## src/design/prl_pkg.sv

```systemverilog
// prl_pkg: field widths, operation and status codes, and the command
// record passed from the front end to the back end of the record list.
// No dependencies.
package prl_pkg;

  localparam int OpWidth     = 2;
  localparam int PosWidth    = 9;
  localparam int IdWidth     = 20;
  localparam int SexWidth    = 8;
  localparam int ScoreWidth  = 16;
  localparam int StatusWidth = 2;
  localparam int CountWidth  = 9;

  // operation codes
  localparam logic [OpWidth-1:0] OP_INSERT = 2'd0;
  localparam logic [OpWidth-1:0] OP_DELETE = 2'd1;
  localparam logic [OpWidth-1:0] OP_QUERY  = 2'd2;

  // status codes
  localparam logic [StatusWidth-1:0] ST_DONE  = 2'd0;
  localparam logic [StatusWidth-1:0] ST_RANGE = 2'd1;
  localparam logic [StatusWidth-1:0] ST_FULL  = 2'd2;

  // what the back end has to do with a command
  typedef enum logic [1:0] {
    K_NONE = 2'd0,
    K_INS  = 2'd1,
    K_DEL  = 2'd2,
    K_QRY  = 2'd3
  } kind_e;

  typedef struct packed {
    logic [IdWidth-1:0]    id;
    logic [SexWidth-1:0]   sex;
    logic [ScoreWidth-1:0] score;
  } record_t;

  typedef struct packed {
    kind_e                  kind;
    logic [StatusWidth-1:0] status;
    record_t                rec;
    logic [CountWidth-1:0]  count;   // entry count after this command
  } cmd_t;

endpackage

```

## src/design/prl_front.sv

```systemverilog
// prl_front: accepts operations, tracks the record count and classifies
// each operation into a command for the back end. Depends on prl_pkg.
module prl_front #(
  parameter int CAPACITY = 256,
  parameter int CW       = $clog2(CAPACITY + 1),
  parameter int AW       = $clog2(CAPACITY)
) (
  input  logic                              clk_i,
  input  logic                              rst_ni,
  input  logic                              in_valid_i,
  output logic                              in_ready_o,
  input  logic [prl_pkg::OpWidth-1:0]       opcode_i,
  input  logic [prl_pkg::PosWidth-1:0]      position_i,
  input  logic [prl_pkg::IdWidth-1:0]       record_id_i,
  input  logic [prl_pkg::SexWidth-1:0]      record_sex_i,
  input  logic [prl_pkg::ScoreWidth-1:0]    record_score_i,
  input  logic                              full_i,
  output logic                              push_o,
  output prl_pkg::cmd_t                     cmd_o,
  output logic [CW-1:0]                     rem_o,
  output logic [AW-1:0]                     start_o,
  output logic [AW-1:0]                     addr_o
);
  import prl_pkg::*;

  localparam int PW = (CW > PosWidth) ? CW : PosWidth;
  localparam logic [CW-1:0] CapCnt = CW'(CAPACITY);

  logic [CW-1:0] count_q, count_d;
  logic [PW-1:0] cnt_ext, pos_ext, after_ext;
  kind_e         kind;
  logic [StatusWidth-1:0] status;

  assign in_ready_o = !full_i;
  assign push_o     = in_valid_i && !full_i;
  assign cnt_ext    = PW'(count_q);
  assign pos_ext    = PW'(position_i);

  always_comb begin
    kind    = K_NONE;
    status  = ST_DONE;
    count_d = count_q;
    case (opcode_i)
      OP_INSERT: begin
        if (pos_ext > cnt_ext) begin
          status = ST_RANGE;
        end else if (count_q == CapCnt) begin
          status = ST_FULL;
        end else begin
          kind    = K_INS;
          count_d = count_q + 1'b1;
        end
      end
      OP_DELETE: begin
        if (pos_ext == '0 || pos_ext > cnt_ext) begin
          status = ST_RANGE;
        end else begin
          kind    = K_DEL;
          count_d = count_q - 1'b1;
        end
      end
      OP_QUERY: begin
        if (pos_ext == '0 || pos_ext > cnt_ext) begin
          status = ST_RANGE;
        end else begin
          kind = K_QRY;
        end
      end
      default: begin
      end
    endcase
  end

  assign after_ext = PW'(count_d);

  always_comb begin
    cmd_o.kind      = kind;
    cmd_o.status    = status;
    cmd_o.rec.id    = record_id_i;
    cmd_o.rec.sex   = record_sex_i;
    cmd_o.rec.score = record_score_i;
    cmd_o.count     = after_ext[CountWidth-1:0];
  end

  // records to move: count - position, for both insert and delete
  assign rem_o   = CW'(cnt_ext - pos_ext);
  assign start_o = (opcode_i == OP_INSERT) ? AW'(cnt_ext - PW'(1)) : AW'(pos_ext);
  assign addr_o  = (opcode_i == OP_INSERT) ? AW'(pos_ext) : AW'(pos_ext - PW'(1));

  always_ff @(posedge clk_i or negedge rst_ni) begin
    if (!rst_ni) begin
      count_q <= '0;
    end else if (push_o) begin
      count_q <= count_d;
    end
  end

  a_count_bound: assert property (@(posedge clk_i) disable iff (!rst_ni)
    count_q <= CapCnt)
    else $error("record count above capacity");

  a_insert_grows: assert property (@(posedge clk_i) disable iff (!rst_ni)
    (push_o && kind == K_INS) |=> count_q == $past(count_q) + 1'b1)
    else $error("insert did not grow the count");

endmodule

```

## config.mk

```make
export PLATFORM = sky130hd
export DESIGN_NAME = prl_front
export DESIGN_NICKNAME = d
export VERILOG_FILES = /design/src/design/prl_pkg.sv /design/src/design/prl_front.sv
export SDC_FILE = /design/constraint.sdc
export NUM_CORES = 1
export LEC_CHECK = 0
export BUFFER_PORTS_ARGS = -buffer_cell sky130_fd_sc_hd__buf_2
export CAP_MARGIN = 20
export CORE_ASPECT_RATIO = 0.7
export CORE_MARGIN = 1.5
export CORE_UTILIZATION = 39
export DETAILED_ROUTE_END_ITERATION = 10
export PLACE_DENSITY = 0.81
export SYNTH_ARGS = -nofsm -noshare
export SYNTH_HDL_FRONTEND = slang
export SYNTH_SLANG_ARGS = --single-unit
```

## constraint.sdc

```tcl
create_clock -name clk_i -period 2.11 [get_ports clk_i]
set_clock_uncertainty 0.2 [all_clocks]
set_input_delay 0.1055 -clock clk_i [delete_from_list [all_inputs] [get_ports clk_i]]
set_output_delay 0.1055 -clock clk_i [all_outputs]
set_load 0.05 [all_outputs]
```

==> results.md <==
* CTS tree: built
* Port Buffer Count at 54
* First-pass GRT wire length at 11,900 um
* Placer's final routability congestion estimate at 0.951
* Worst-path clk slew at 0.05 ns
* Cells along the critical path: ha_4 > nor2b_4 > o2111ai_4 > a21oi_4 > nor2_2 > buf_6 > o211a_1 > a41oi_4 > buf_6
* Yosys warns at 0
* Critical path arrival at 2.36 ns
* Share of total power in combinational logic at 0.832
* Register bit count reported by yosys at 9
* P_int at 1240 uW
* Largest stage delay, worst path at 0.43 ns
* Crit. End Element: primary output
* Proportion of layout cells with a drive suffix above 1 at 0.653
* Rows at 22
* CTS Sinks at 9
* R2r startpoint: cnt_ext[1]
* Vias in the first global route at 2,488
* Min Tclk post-route at 2.67 ns
* FF-to-FF setup slack at -0.38 ns
* HPWL after DPL at 5770 um
* Post-Syn Area at 2090 sq um
* Vias/cell at 5.59
* Predominant post-synthesis flop cell: dfrtp_1
* CP Launch Type: flop
* Switching Share at 0.504
* Normalized max-slew margin at 0.661
* FF+latch area at 228 sq um
* Async SR Flop Fraction at 1.00
* Lkg Pwr at 0.00176 uW
* First-pass DRT Iterations at 7
* Io pins at 143
* Core ar. at 5200 sq um
* Max Cap Viol at 0
* Post-synthesis instance total at 295
* Hold_sp: record_id_i[12]
* Fmax at 375 MHz
* Initial antenna violation count at 1
* Htree depth at 1
* Tcrit/Tclk final at 1.26
* Slowest CP cell: dfrtp_2
* Unrepaired setup endpoints after global routing: true
* Distinct cells, synth at 52
* Largest net degree at the start of global routing at 13
* FF-to-FF End: cnt_ext[3]
* Syn_nets at 372
* Initial core utilization at 0.401
* Seq pwr share at 0.084
* Drt wl/cell at 17.3 um
* Die height at 64.2 um
* Area growth, synth to finish at 82.6%
* Sequential fraction of the synthesis area at 0.108
* Worst reg2reg path depth at 9
* Area of the multi-input gates at 2070 sq um
* Overflow after GRT at 0
* Die ar. at 5810 sq um
* Crit path max fanout at 5
* CTS Buf Count at 3
* Max Root-Sink Buffers at 2
* Nets at 479
* Avg Inst Size Synth at 7.08 sq um
* Failing checks: negative setup slack
* Area after DPL at 3110 sq um
* CP bufs+invs at 2
* Final hold viol count at 0
* Final instance area at 3810 sq um
* Root Driver: clkbuf_8
* Critical path class: flop to primary output
* Hold WC Path Type: primary input to primary output
* Status: complete, but fails checks
* ANT nets after route at 0
* # DRC at 0
* Clk_lat worst skew at 0.24 ns
* Worst-margin pin slew at 0.508 ns
* Overall global routing resource usage at 0.256
* CP dominant cell by count: buf_6
* Max reg flops at 9
* 1st-iter DRT viols at 172
* Die width at 90.5 um
* Fill cells at 355
* VDD IR-drop max at 0.000553 V
* Final WS setup at -0.556 ns
* Clock power frac at 0.085
* Net switching power figure at 1260 uW
* Final setup fails at 32
* Crit path max-delay family: compound AO/OA/AOI/OAI gates
* Slew Viols, Final at 0
* Placement Setup Slack at -0.430 ns
* Critical Path RT at 1.80 ns
* DR vias at 2,649
* Hold path depth at 0
* P per Cell Area at 656 nW/um^2
* WHS Endpoint: cmd_o[45]
* Final core utilization at 0.733
* Total Routed Length at 8220 um
* Number of synthesized flops with an enable pin at 0
==> area by class of cell <==
| class | count | share of cell area |
|---|---|---|
| flip-flops and latches | 9 | 0.0597 |
| clock buffers | 4 | 0.0118 |
| inverters | 20 | 0.0213 |
| diodes | 1 | 0.000656 |
| repair buffers | 162 | 0.341 |
| multi-input cells | 206 | 0.542 |
| well taps | 72 | 0.0236 |
==> power groups by stage <==
stage          Sequential, uW  Combinational (uW)  Clock, uW
2_1_floorplan             220                1390          0
3_3_place_gp              209                1620          0
3_5_place_dp              209                1650          0
4_1_cts                   209                1910        211
5_1_grt                   211                2170        222
6_report                  209                2080        212
==> worst register-to-register path: stages (launching register included) <==
cell and delay (ns):
dfrtp_2 0.43, ha_4 0.27, nor2b_4 0.16, o2111ai_4 0.14, a21oi_4 0.27, nor2_2 0.10
buf_4 0.21, o31ai_4 0.23, buf_4 0.15, a41oi_1 0.15
==> per-stage QoR <==
| step | cells | TNS [ns] | total power [uW] | hold WS, ns |
|---|---|---|---|---|
| detailed placement | 444 | -8.74 | 1860 | -0.229 |
| global route | 473 | -13.45 | 2610 | 0.0111 |
| floorplan | 295 | -3.87 | 1610 | -0.390 |
| CTS | 462 | -11.05 | 2330 | 0.0113 |
| finish | 474 | -11.31 | 2500 | 0.0110 |
| global placement | 444 | -7.75 | 1830 | -0.232 |
==> what timing repair did <==
action,4_1_cts,5_1_grt
gates cloned,1,0
pin swaps,30,24
endpoints found under the setup margin,32,35
buffers inserted,15,16
hold endpoints to repair,9,0
resized for setup,80,44
hold buffers,1,0
==> how the worst max path moves through the flow <==
stage                             start  endpoint  slack [ns]  cells after the start
after floorplan              cnt_ext[1]  cmd_o[1]       -0.33                      8
after global placement    position_i[1]  cmd_o[1]       -0.43                     11
after detailed placement     cnt_ext[1]  cmd_o[7]       -0.43                      8
after CTS                    cnt_ext[0]  rem_o[8]       -0.63                     10
after global routing         cnt_ext[1]  cmd_o[2]       -0.63                     10
final                        cnt_ext[1]  cmd_o[0]       -0.56                      9
==> Yosys cell counts, drive strengths merged (3+ instances only) <==
| cell | number | area, sq um |
|---|---|---|
| a21o | 6 | 45.0 |
| a21oi | 20 | 100 |
| a31oi | 10 | 62.6 |
| buf | 51 | 375 |
| clkbuf | 10 | 37.5 |
| dfrtp | 9 | 225 |
| ha | 17 | 213 |
| inv | 20 | 75.1 |
| nand2 | 23 | 86.3 |
| nand3 | 5 | 25.0 |
| nand4 | 5 | 31.3 |
| nor2 | 21 | 78.8 |
| nor2b | 4 | 25.0 |
| nor3 | 9 | 61.3 |
| o21a | 4 | 30.0 |
| o21ai | 20 | 100 |
| o22ai | 3 | 18.8 |
| o31ai | 4 | 30.0 |
| or2 | 4 | 25.0 |
| or3 | 4 | 30.0 |
| xnor2 | 14 | 123 |
| xor2 | 4 | 35.0 |
==> cells by family (layout without fill, tap and decap cells) <==
kind of cell    count (synthesis)  count (layout)  synth area share
compound gates                 84              84             0.260
flops                           9               9             0.108
simple gates                   83              84             0.202
fa+ha+maj                      18              18             0.111
buf+inv                        81             186             0.234
xor+xnor                       18              18            0.0755
mux                             2               2           0.00959
other cells                     0               1                 0
==> layer usage <==
metal,part of all wire,global-route usage,vias to the layer above
li1,-,-,1212
met1,0.43,0.326,1295
met2,0.48,0.429,126
met3,0.069,0.0726,16
met4,0.019,0.0615,0
met5,0,0,-
==> placed cells by master, fill, tap and decap left out, types with 5 or more instances in the layout <==
master / count
buf_4: 92
buf_6: 40
buf_2: 28
inv_1: 17
nor2_1: 17
nand2_1: 16
ha_1: 9
xnor2_1: 8
a31oi_1: 8
a21oi_4: 7
a21oi_2: 7
dfrtp_1: 7
a21oi_1: 6
o21ai_2: 6
a21o_1: 6
nand4_1: 5
o21ai_4: 5
xnor2_2: 5
nand2_2: 5
o21ai_1: 5
(Power assumes the default switching activity.)
