`src/design/prl_fifo.sv`:
```
// prl_fifo: small register queue between front end and back end.
// No dependencies. DEPTH must be at least 2.
module prl_fifo #(
  parameter int WIDTH = 8,
  parameter int DEPTH = 2
) (
  input  logic             clk_i,
  input  logic             rst_ni,
  input  logic             push_i,
  input  logic [WIDTH-1:0] data_i,
  output logic             full_o,
  input  logic             pop_i,
  output logic [WIDTH-1:0] data_o,
  output logic             empty_o
);

  localparam int PtrW = $clog2(DEPTH);
  localparam int CntW = $clog2(DEPTH + 1);

  logic [WIDTH-1:0] slot_q [DEPTH];
  logic [PtrW-1:0]  wr_q, wr_d, rd_q, rd_d;
  logic [CntW-1:0]  cnt_q, cnt_d;
  logic             do_push, do_pop;

  assign full_o  = (cnt_q == CntW'(DEPTH));
  assign empty_o = (cnt_q == '0);
  assign do_push = push_i && !full_o;
  assign do_pop  = pop_i && !empty_o;
  assign data_o  = slot_q[rd_q];

  always_comb begin
    wr_d  = wr_q;
    rd_d  = rd_q;
    cnt_d = cnt_q;
    if (do_push) begin
      wr_d = (wr_q == PtrW'(DEPTH - 1)) ? '0 : wr_q + 1'b1;
    end
    if (do_pop) begin
      rd_d = (rd_q == PtrW'(DEPTH - 1)) ? '0 : rd_q + 1'b1;
    end
    if (do_push && !do_pop) begin
      cnt_d = cnt_q + 1'b1;
    end else if (do_pop && !do_push) begin
      cnt_d = cnt_q - 1'b1;
    end
  end

  always_ff @(posedge clk_i or negedge rst_ni) begin
    if (!rst_ni) begin
      wr_q  <= '0;
      rd_q  <= '0;
      cnt_q <= '0;
    end else begin
      wr_q  <= wr_d;
      rd_q  <= rd_d;
      cnt_q <= cnt_d;
    end
  end

  always_ff @(posedge clk_i) begin
    if (do_push) begin
      slot_q[wr_q] <= data_i;
    end
  end

endmodule

```
`config.mk`:
```
export PLATFORM = sky130hd
export DESIGN_NAME = prl_fifo
export DESIGN_NICKNAME = d
export VERILOG_FILES = /design/src/design/prl_fifo.sv
export SDC_FILE = /design/constraint.sdc
export NUM_CORES = 1
export LEC_CHECK = 0
export BUFFER_PORTS_ARGS = -buffer_cell sky130_fd_sc_hd__buf_2
export CAP_MARGIN = 20
export CORE_MARGIN = 2
export CORE_UTILIZATION = 48
export CTS_CLUSTER_SIZE = 40
export DETAILED_ROUTE_END_ITERATION = 7
export GPL_TIMING_DRIVEN = 0
export PLACE_DENSITY = 0.77
export SYNTH_ARGS = -nofsm -noshare
export SYNTH_HDL_FRONTEND = slang
export SYNTH_SLANG_ARGS = --single-unit
```
`constraint.sdc`:
```
create_clock -name clk_i -period 1.6 [get_ports clk_i]
set_input_delay 0.16 -clock clk_i [delete_from_list [all_inputs] [get_ports clk_i]]
set_output_delay 0.16 -clock clk_i [all_outputs]
set_load 0.05 [all_outputs]
```
==> results_dict.tcl, run 1 <==
set metrics [dict create \
    status "completed" \
    worst_slew_pin_slew_ns 0.4275 \
    netlist_area_um2 782.0 \
    cpMaxStageDelayCell "dfrtp_1" \
    cp.depth 3 \
    slew_violations 0 \
    final_common_cell "buf_2" \
    holdCritPathClass "in2reg" \
    crit_family "buffers and inverters" \
    final_cell_mix "20 x buf_2, 16 x edfxtp_1, 6 x mux2_1" \
    setup.worst_path.class "reg2out" \
    syn_to_final_growth_pct 21.76 \
    relSlewSlack 0.7147 \
    post-route-period-util 0.9463 \
    final_nets 84 \
    grt_pass1_vias 406 \
    max_cap_violations 0 \
    vias 417 \
    antenna_found_initial 0 \
    antenna_left 0 \
    antenna_cells 0 \
    syn_area_per_cell_um2 17.77 \
    syn-num-nets 57 \
    clock-sinks 20 \
    grt_max_degree 12 \
    cts_tree "built" \
    pre_cts_slack_ns -0.04368 \
    cts_buffer_depth 2 \
    reg2reg_to "cnt_q[1]" \
    nFillCells 125 \
    cts.clk_slew.worst_paths_ns 0.10 \
    port_buffers 21 \
    synth_cell_types 15 \
    die_w_um 44.36 \
    worstPathRequired_ns 1.44 \
    die_area_mm2 0.001968 \
    routabilityCongestion 0.7229 \
    grt_overflow 0 \
    dp_hpwl_um 787.7 \
    setup_ws_ns 0.08591 \
    irDropWorstVdd_mv 1.039 \
    finalHoldViolations 0 \
    drt_first_pass_iters 4 \
    hold_ws_ns 0.05185 \
    routed_wl_um 1108 \
    core_mm2 0.001524 \
    ys_warn_count 0 \
    cts_buffers 3 \
    hold_path_startpoint "data_i[4]" \
    startpoint "rd_q" \
    cp_slowest_stage_delay_ns 0.37 \
    die_h_um 44.36 \
    endpoint_kind "output pin" \
    register_area_um2 581.8 \
    fin_crit_ns 1.514 \
    power.density_mw_per_mm2 2088 \
    grt_pass1_wl_um 1821 \
    clock.fmax_ghz 0.6605 \
    root_buffer "clkbuf_4" \
    critical_path.cell_chain "buf_4 -> mux2_1 -> buf_2" \
    worstRegToRegCells 6 \
    h-tree-depth 1 \
    clock_skew_ns 0.0007268 \
    syn_inst 44 \
    remaining_drc_errors 0 \
    wl_per_cell_um 12.88 \
    drt_iter0_drc 4 \
    critPathBufInv 2 \
    start_util 0.5131 \
    multiInputGateArea_um2 191.4 \
    rsz0062_at_grt "no" \
    p_leak_nw 0.3983 \
    worstReg2RegStart "cnt_q[0]" \
    regToRegSetupSlack_ns 0.10 \
    pin_count 22 \
    critical_path_arrival_ns 1.35 \
    viasPerCell 4.849 \
    startpoint_type "flop" \
    worstPathMaxFanout 9 \
    num_rows 14 \
    synth-seq-cells 20 \
    endpoint "data_o[0]" \
    drive_gt1_frac 0.4429 \
    yosysSeqAreaShare 0.7424 \
    track_usage 0.1394 \
    clkLatencyLatePin_ns 0.29 \
    cts_setup_buffers 0 \
    setup_viol 0 \
]
-- metrics by stage --
stage | total power, mW | std cells | TNS, ns | utilization | area, µm²
floorplan | 1.562 | 44 | 0 | - | 782.0
global placement | 1.738 | 81 | -0.3860 | 0.5952 | 907.1
detailed placement | 1.754 | 81 | -0.3478 | 0.5952 | 907.1
CTS | 1.992 | 86 | 0 | 0.6207 | 945.9
global route | 2.106 | 86 | 0 | 0.6248 | 952.2
finish | 1.988 | 86 | 0 | 0.6248 | 952.2
-- registers in the layout (all words and copies together) (netlist names) --
name	flops
wr_q	1
cnt_q	2
rd_q	1
slot_q	16
-- worst min-delay path by stage --
stage               slack (ns)  depth (start not counted)            to
floorplan                -0.14                          0      cnt_q[0]
global placement         -0.03                          1      cnt_q[1]
detailed placement       -0.03                          1      cnt_q[1]
CTS                       0.04                          1  slot_q[1][4]
global route              0.03                          1  slot_q[1][2]
finish                    0.05                          1  slot_q[0][4]
-- cells by family after synthesis --
group	count (synthesis)	synth area share
flops	20	0.7424
mux	8	0.1152
simple gates	6	0.03841
xor+xnor	5	0.06561
buf+inv	3	0.01600
compound gates	1	0.006394
fa+ha+maj	1	0.01600
-- cell type report --
class,count,share of cell area
sequential,20,0.6110
tap,16,0.02102
timing repair buffer,22,0.1235
clock inverter,1,0.003942
multi-input combinational,21,0.2011
inverter,2,0.007884
clock buffer,3,0.02365
buffer,1,0.007884
-- power breakdown --
| part | leakage (nW) | switching, mW | internal [mW] | total (mW) |
|---|---|---|---|---|
| Clock | 0.0154 | 0.140 | 0.0906 | 0.231 |
| Combinational | 0.189 | 0.659 | 0.295 | 0.954 |
| Sequential | 0.194 | 0.0723 | 0.730 | 0.802 |
-- worst register-to-register path, stage by stage, from the launching register on --
cell and delay, ns:
dfrtp_2 0.45, nand2b_1 0.20, nand2_2 0.13, inv_1 0.06, ha_1 0.30, nor2_1 0.14, xor2_1 0.15
-- layer usage --
layer,wire (µm),share of wire,global-route usage,vias to the layer above
met5,0,0,0,-
met4,16,0.014,0.09091,0
met3,51,0.046,0.05306,2
met2,568,0.51,0.2206,11
met1,471,0.43,0.1573,192
li1,-,-,-,212
-- cells in the mapped netlist --
master    count  share of area
and3_1        1         0.0080
buf_2         1         0.0064
dfrtp_1       4           0.13
edfxtp_1     16           0.61
ha_1          1          0.016
inv_1         2         0.0096
mux2_1        6          0.086
mux2_2        2          0.029
nand2_2       1         0.0080
nand2b_1      1         0.0080
nor2_1        3          0.014
o21ai_1       1         0.0064
xnor2_1       2          0.022
xnor2_2       1          0.021
xor2_1        2          0.022
-- timing repair --
item | 4_1_cts | 5_1_grt
gates resized for setup | 1 | 5
hold buffers | 1 | 0
hold endpoints to repair | 4 | 0
cloned | 0 | 0
setup endpoints to repair | 8 | 9
pin swaps | 0 | 0
Note: power is estimated with default switching activity, not from simulation.
==> inputs of run 2 (changes only) <==
Settings changed: ABC_AREA from default to 1, CAP_MARGIN 20 to default, CORE_UTILIZATION 48 to 49, PLACE_DENSITY 0.77 to 0.78.
==> run 2 against run 1 <==
  * Die area increased by 1.3%
  * Sequential cell count is the same
  * Clock skew rose by 0.0091 ns
  * Area after synthesis up 3.5%
  * Utilization is 2.4 points higher
  * First-iteration DRC count rose to 3.0 times the previous value
  * Synthesized cell count grew 66%
  * Critical path depth up 2
  * Clock power hardly changed
  * Final cell count increased by 34%
  * Final area up 3.8%
  * Largest cell class unchanged
  * Largest power group unchanged
  * Highest routed layer is now met3
==> results_dict.tcl, run 2 <==
set metrics [dict create \
    drive_gt1_frac 0.2929 \
    holdCritPathClass "in2reg" \
    routed_wl_um 1337 \
    netlist_area_um2 809.5 \
    seqPwrFrac 0.374 \
    multiInputGateArea_um2 201.4 \
    syn-num-nets 86 \
    grt_pass1_wl_um 2001 \
    p_int_mw 1.094 \
    clock.fmax_ghz 0.6666 \
    cpMaxStageDelayCell "dfrtp_1" \
    irDropWorstVdd_mv 1.079 \
    rsz0062_at_grt "no" \
    nFillCells 112 \
    die_h_um 44.65 \
    post-route-period-util 0.9375 \
    p_leak_nw 0.4706 \
    synthArstFlopShare 0.2000 \
    cts.clk_slew.worst_paths_ns 0.11 \
    worstPathRequired_ns 1.44 \
    drt_first_pass_iters 4 \
    power.density_mw_per_mm2 2145 \
    final_util 0.6486 \
    final_nets 113 \
    core_mm2 0.001524 \
    largest_register_ffs 16 \
    antenna_cells 0 \
    die_area_mm2 0.001993 \
    register_area_um2 580.6 \
    grt_pass1_vias 517 \
    dp_hpwl_um 1024 \
    dp_cells 110 \
    relSlewSlack 0.7155 \
    top_register "slot_q" \
    synth_top_flop_cell "edfxtp_1" \
    cts_tree "built" \
    reg_top3 "slot_q (16), cnt_q (2)" \
    pin_count 22 \
    clockPowerShare 0.110 \
    routabilityCongestion 0.7875 \
    h-tree-depth 1 \
    cts_buffers 3 \
    die_w_um 44.65 \
    max_cap_violations 0 \
    ys_warn_count 0 \
    worst_slew_pin_slew_ns 0.4263 \
    wl_per_cell_um 11.63 \
    pre_cts_slack_ns -0.03895 \
    worstPathMaxFanout 10 \
    start_util 0.5312 \
    setup.worst_path.class "reg2out" \
    antenna_left 0 \
    status "completed" \
    yosysSeqAreaShare 0.7172 \
    synth_top_cell_by_area "edfxtp_1" \
    power_switching_mw 1.027 \
    syn_inst 73 \
    synth_commonest_cells "33 x nand2_1, 16 x edfxtp_1, 7 x inv_1, 4 x dfrtp_1" \
    cts_buffer_depth 2 \
    drt_iter0_drc 12 \
    synth-seq-cells 20 \
    slew_violations 0 \
    regToRegSetupSlack_ns 0.15 \
    final_common_cell "nand2_1" \
    finalHoldViolations 0 \
    clock-sinks 20 \
    num_rows 14 \
    syn_area_per_cell_um2 11.09 \
    track_usage 0.1456 \
    antenna_found_initial 0 \
    syn_to_final_growth_pct 22.10 \
    port_buffers 21 \
    clock_skew_ns 0.009793 \
    critical_path.cell_chain "buf_2 -> inv_2 -> nand2_1 -> nand2_1 -> buf_2" \
    synth_top_area_share 0.5935 \
    p_sw_frac 0.4842 \
    viasPerCell 4.930 \
    endpoint_kind "output pin" \
    setup_ws_ns 0.09993 \
    cp_slowest_stage_delay_ns 0.36 \
    startpoint_type "flop" \
    synth_area_leaders "edfxtp_1 59%, nand2_1 15%, dfrtp_1 12%" \
    setup_viol 0 \
    clkLatencyLatePin_ns 0.29 \
    final_cell_mix "33 x nand2_1, 18 x buf_2, 16 x edfxtp_1" \
    root_buffer "clkbuf_4" \
    cts_setup_buffers 0 \
    finalSetupTns_ns 0 \
    grt_overflow 0 \
    instances_no_fill 115 \
    fin_crit_ns 1.500 \
    vias 567 \
    critPathBufInv 3 \
    synth-edff-count 16 \
    grt_max_degree 12 \
    synth_cell_types 14 \
    crit_family "buffers and inverters" \
    remaining_drc_errors 0 \
    comb_power_share 0.516 \
    yosysMostFrequentCell "nand2_1" \
    critical_path_arrival_ns 1.34 \
]
run 2: path summary, 6_finish.rpt:
check                                from            to  cells after the start
worst max-delay path                 rd_q     data_o[1]                      5
worst min-delay path            data_i[5]  slot_q[0][5]                      1
worst max register to register   cnt_q[0]      cnt_q[1]                      6
worst min register to register       wr_q          wr_q                      2
max in group asynchronous          rst_ni          rd_q                      2
min in group asynchronous          rst_ni          wr_q                      2
run 2: cells by family (layout without fill, tap and decap cells):
family / after synthesis / after routing / share of synthesized area
DFF: 20 / 20 / 0.7172
xor gates and xnor gates: 1 / 1 / 0.01082
adders and majority gates: 1 / 1 / 0.01545
AOI/OAI and AO/OA: 2 / 2 / 0.01237
buffers and inverters: 9 / 35 / 0.04327
and+or+nand+nor: 40 / 40 / 0.2009
run 2: layout make-up:
cell class,instances,share of cell area
sequential,20,0.5873
multi-input combinational,44,0.2038
timing repair buffer,22,0.1266
inverter,8,0.03038
clock buffer,4,0.02658
tap,16,0.02025
buffer,1,0.005063
run 2: metrics by stage:
step | power (mW) | cell area (µm²) | hold WS, ns
final | 2.120 | 988.4 | 0.05412
after global routing | 2.247 | 988.4 | 0.03802
after CTS | 2.115 | 978.4 | 0.04542
after detailed placement | 1.876 | 939.7 | -0.02441
after global placement | 1.839 | 939.7 | -0.02866
after floorplan | 1.636 | 814.5 | -0.1356
run 2: metal layers:
layer	up-vias	wire (µm)	GRT usage	part of all wire
met4	0	0	0.05455	0
li1	288	-	-	-
met3	0	66	0.04082	0.049
met5	-	0	0	0
met2	13	750	0.2754	0.56
met1	266	520	0.1484	0.39
run 2: power by group through the flow:
stage          Sequential [mW]  Combinational [mW]  Clock (mW)
6_report                 0.792                1.09       0.234
3_5_place_dp             0.805                1.07           0
3_3_place_gp             0.799                1.04           0
4_1_cts                  0.794                1.08       0.242
5_1_grt                  0.803                1.18       0.265
2_1_floorplan            0.789               0.847           0
run 2: what timing repair did:
| item | CTS | global route |
|---|---|---|
| endpoints found under the hold margin | 4 | 0 |
| cloned | 0 | 0 |
| hold buffers | 1 | 0 |
| endpoints found under the setup margin | 8 | 4 |
| gates resized for setup | 1 | 4 |
| pin swaps | 0 | 0 |
==> inputs of run 3 (changes only) <==
Settings changed: SETUP_SLACK_MARGIN from default to 0.2.
==> run 3 against run 2 <==
  * Register-to-register slack gained 0.10 ns
  * Utilization grew 6.7 points
  * Worst setup slack gained 0.13 ns
==> results_dict.tcl, run 3 (same netlist as run 2, synthesis figures left out) <==
set metrics [dict create \
    final_common_cell "nand2_1" \
    max_cap_violations 0 \
    cp_slowest_stage_delay_ns 0.41 \
    setup_viol 0 \
    grt_pass1_wl_um 2166 \
    h-tree-depth 1 \
    clock-sinks 20 \
    drive_gt1_frac 0.3750 \
    grt_overflow 0 \
    die_area_mm2 0.001993 \
    dp_cells 110 \
    worstReg2RegStart "cnt_q[0]" \
    setup_ws_ns 0.2318 \
    fin_area_mm2 0.001090 \
    final_util 0.7151 \
    worst_slew_pin_slew_ns 0.4590 \
    finalSetupTns_ns 0 \
    final_cell_mix "31 x nand2_1, 16 x edfxtp_1, 13 x buf_2" \
    irDropWorstVdd_mv 1.170 \
    core_mm2 0.001524 \
    root_buffer "clkbuf_4" \
    critPathBufInv 3 \
    p_int_mw 1.299 \
    p_sw_frac 0.4646 \
    worstPathRequired_ns 1.44 \
    holdCritPathClass "in2reg" \
    drt_iter0_drc 8 \
    routabilityCongestion 0.7875 \
    num_rows 14 \
    setup.worst_path.class "reg2out" \
    clkLatencyLatePin_ns 0.29 \
    antenna_found_initial 0 \
    top_register "slot_q" \
    port_buffers 21 \
    clockPowerShare 0.098 \
    cts_buffers 3 \
    fin_crit_ns 1.368 \
    die_w_um 44.65 \
    worstPathMaxFanout 5 \
    post-route-period-util 0.8551 \
    comb_power_share 0.569 \
    die_h_um 44.65 \
    dp_hpwl_um 1024 \
    rsz0062_at_grt "yes" \
    clock.fmax_ghz 0.7309 \
    seqPwrFrac 0.333 \
    cts.clk_slew.worst_paths_ns 0.11 \
    grt_pass1_vias 572 \
    endpoint_kind "output pin" \
    critical_path.cell_chain "buf_6 -> inv_4 -> nand2_1 -> nand2_1 -> buf_6" \
    crit_family "flip-flops" \
    pin_count 22 \
    cts_buffer_depth 2 \
    antenna_cells 0 \
    slew_violations 0 \
    remaining_drc_errors 0 \
    hold_path_startpoint "data_i[5]" \
    vias 597 \
    power_switching_mw 1.127 \
    final_nets 118 \
    viasPerCell 4.975 \
    cts_tree "built" \
    antenna_left 0 \
    routed_wl_um 1529 \
    drt_first_pass_iters 4 \
    track_usage 0.1577 \
    start_util 0.5312 \
    power.density_mw_per_mm2 2226 \
    grt_max_degree 12 \
    cpMaxStageDelayCell "dfrtp_1" \
    postPlaceCellArea_um2 939.7 \
    reg_top3 "slot_q (16), cnt_q (2)" \
    startpoint_type "flop" \
    pre_cts_slack_ns -0.03895 \
    status "completed" \
    syn_to_final_growth_pct 34.62 \
    instances_no_fill 120 \
    clock_skew_ns 0.007734 \
    finalHoldViolations 0 \
    p_leak_nw 0.5034 \
    largest_register_ffs 16 \
    wl_per_cell_um 12.74 \
    relSlewSlack 0.6908 \
    critical_path_arrival_ns 1.21 \
    startpoint "rd_q" \
]
[run 3: cell count changes in the layout (fill, tap and decap cells not counted), sizes merged]
cell,delta
clkinvlp,+1
clkbuf,-3
buf,+7
[run 3: power by group through the flow]
| stage | sequential, mW | clock (mW) | combinational [mW] |
|---|---|---|---|
| 3_3_place_gp | 0.799 | 0 | 1.04 |
| 5_1_grt | 0.820 | 0.265 | 1.46 |
| 6_report | 0.808 | 0.238 | 1.38 |
| 4_1_cts | 0.798 | 0.242 | 1.23 |
| 3_5_place_dp | 0.805 | 0 | 1.07 |
| 2_1_floorplan | 0.789 | 0 | 0.847 |
[run 3: per-stage QoR]
step           power, mW  hold WS [ns]
2_1_floorplan      1.636       -0.1356
5_1_grt            2.548       0.03802
6_report           2.426       0.05293
4_1_cts            2.267       0.04542
3_5_place_dp       1.876      -0.02441
3_3_place_gp       1.839      -0.02866
[run 3: final cells by class]
class                      instances  area [µm²]
tap                               16       20.02
timing repair buffer              26       198.9
inverter                           8       32.53
multi-input combinational         44       211.5
buffer                             1       11.26
fill                             102       434.2
sequential                        20       581.8
clock buffer                       4       26.28
timing repair inverter             1       7.507
[run 3: final timing paths]
kind	end	slack [ns]	cells past startpoint
min in group asynchronous	wr_q	0.19	2
worst max-delay path	data_o[1]	0.23	5
worst max register to register	cnt_q[1]	0.25	7
max in group asynchronous	cnt_q[0]	1.27	2
worst min register to register	wr_q	0.49	2
worst min-delay path	slot_q[0][5]	0.05	1
[run 3: layer usage]
metal  wire length [µm]  GRT usage  share of wire
met4                  0    0.05455              0
met3                 63    0.04082          0.041
met1                586     0.1566           0.38
met5                  0          0              0
met2                880     0.3072           0.58
[run 3: timing repair]
action / in CTS / in global routing
setup endpoints to repair: 17 / 20
gates resized for setup: 15 / 14
setup buffers: 1 / 2
cloned: 1 / 1
pin swaps: 0 / 3
hold endpoints to repair: 4 / 0
hold buffers: 1 / 0
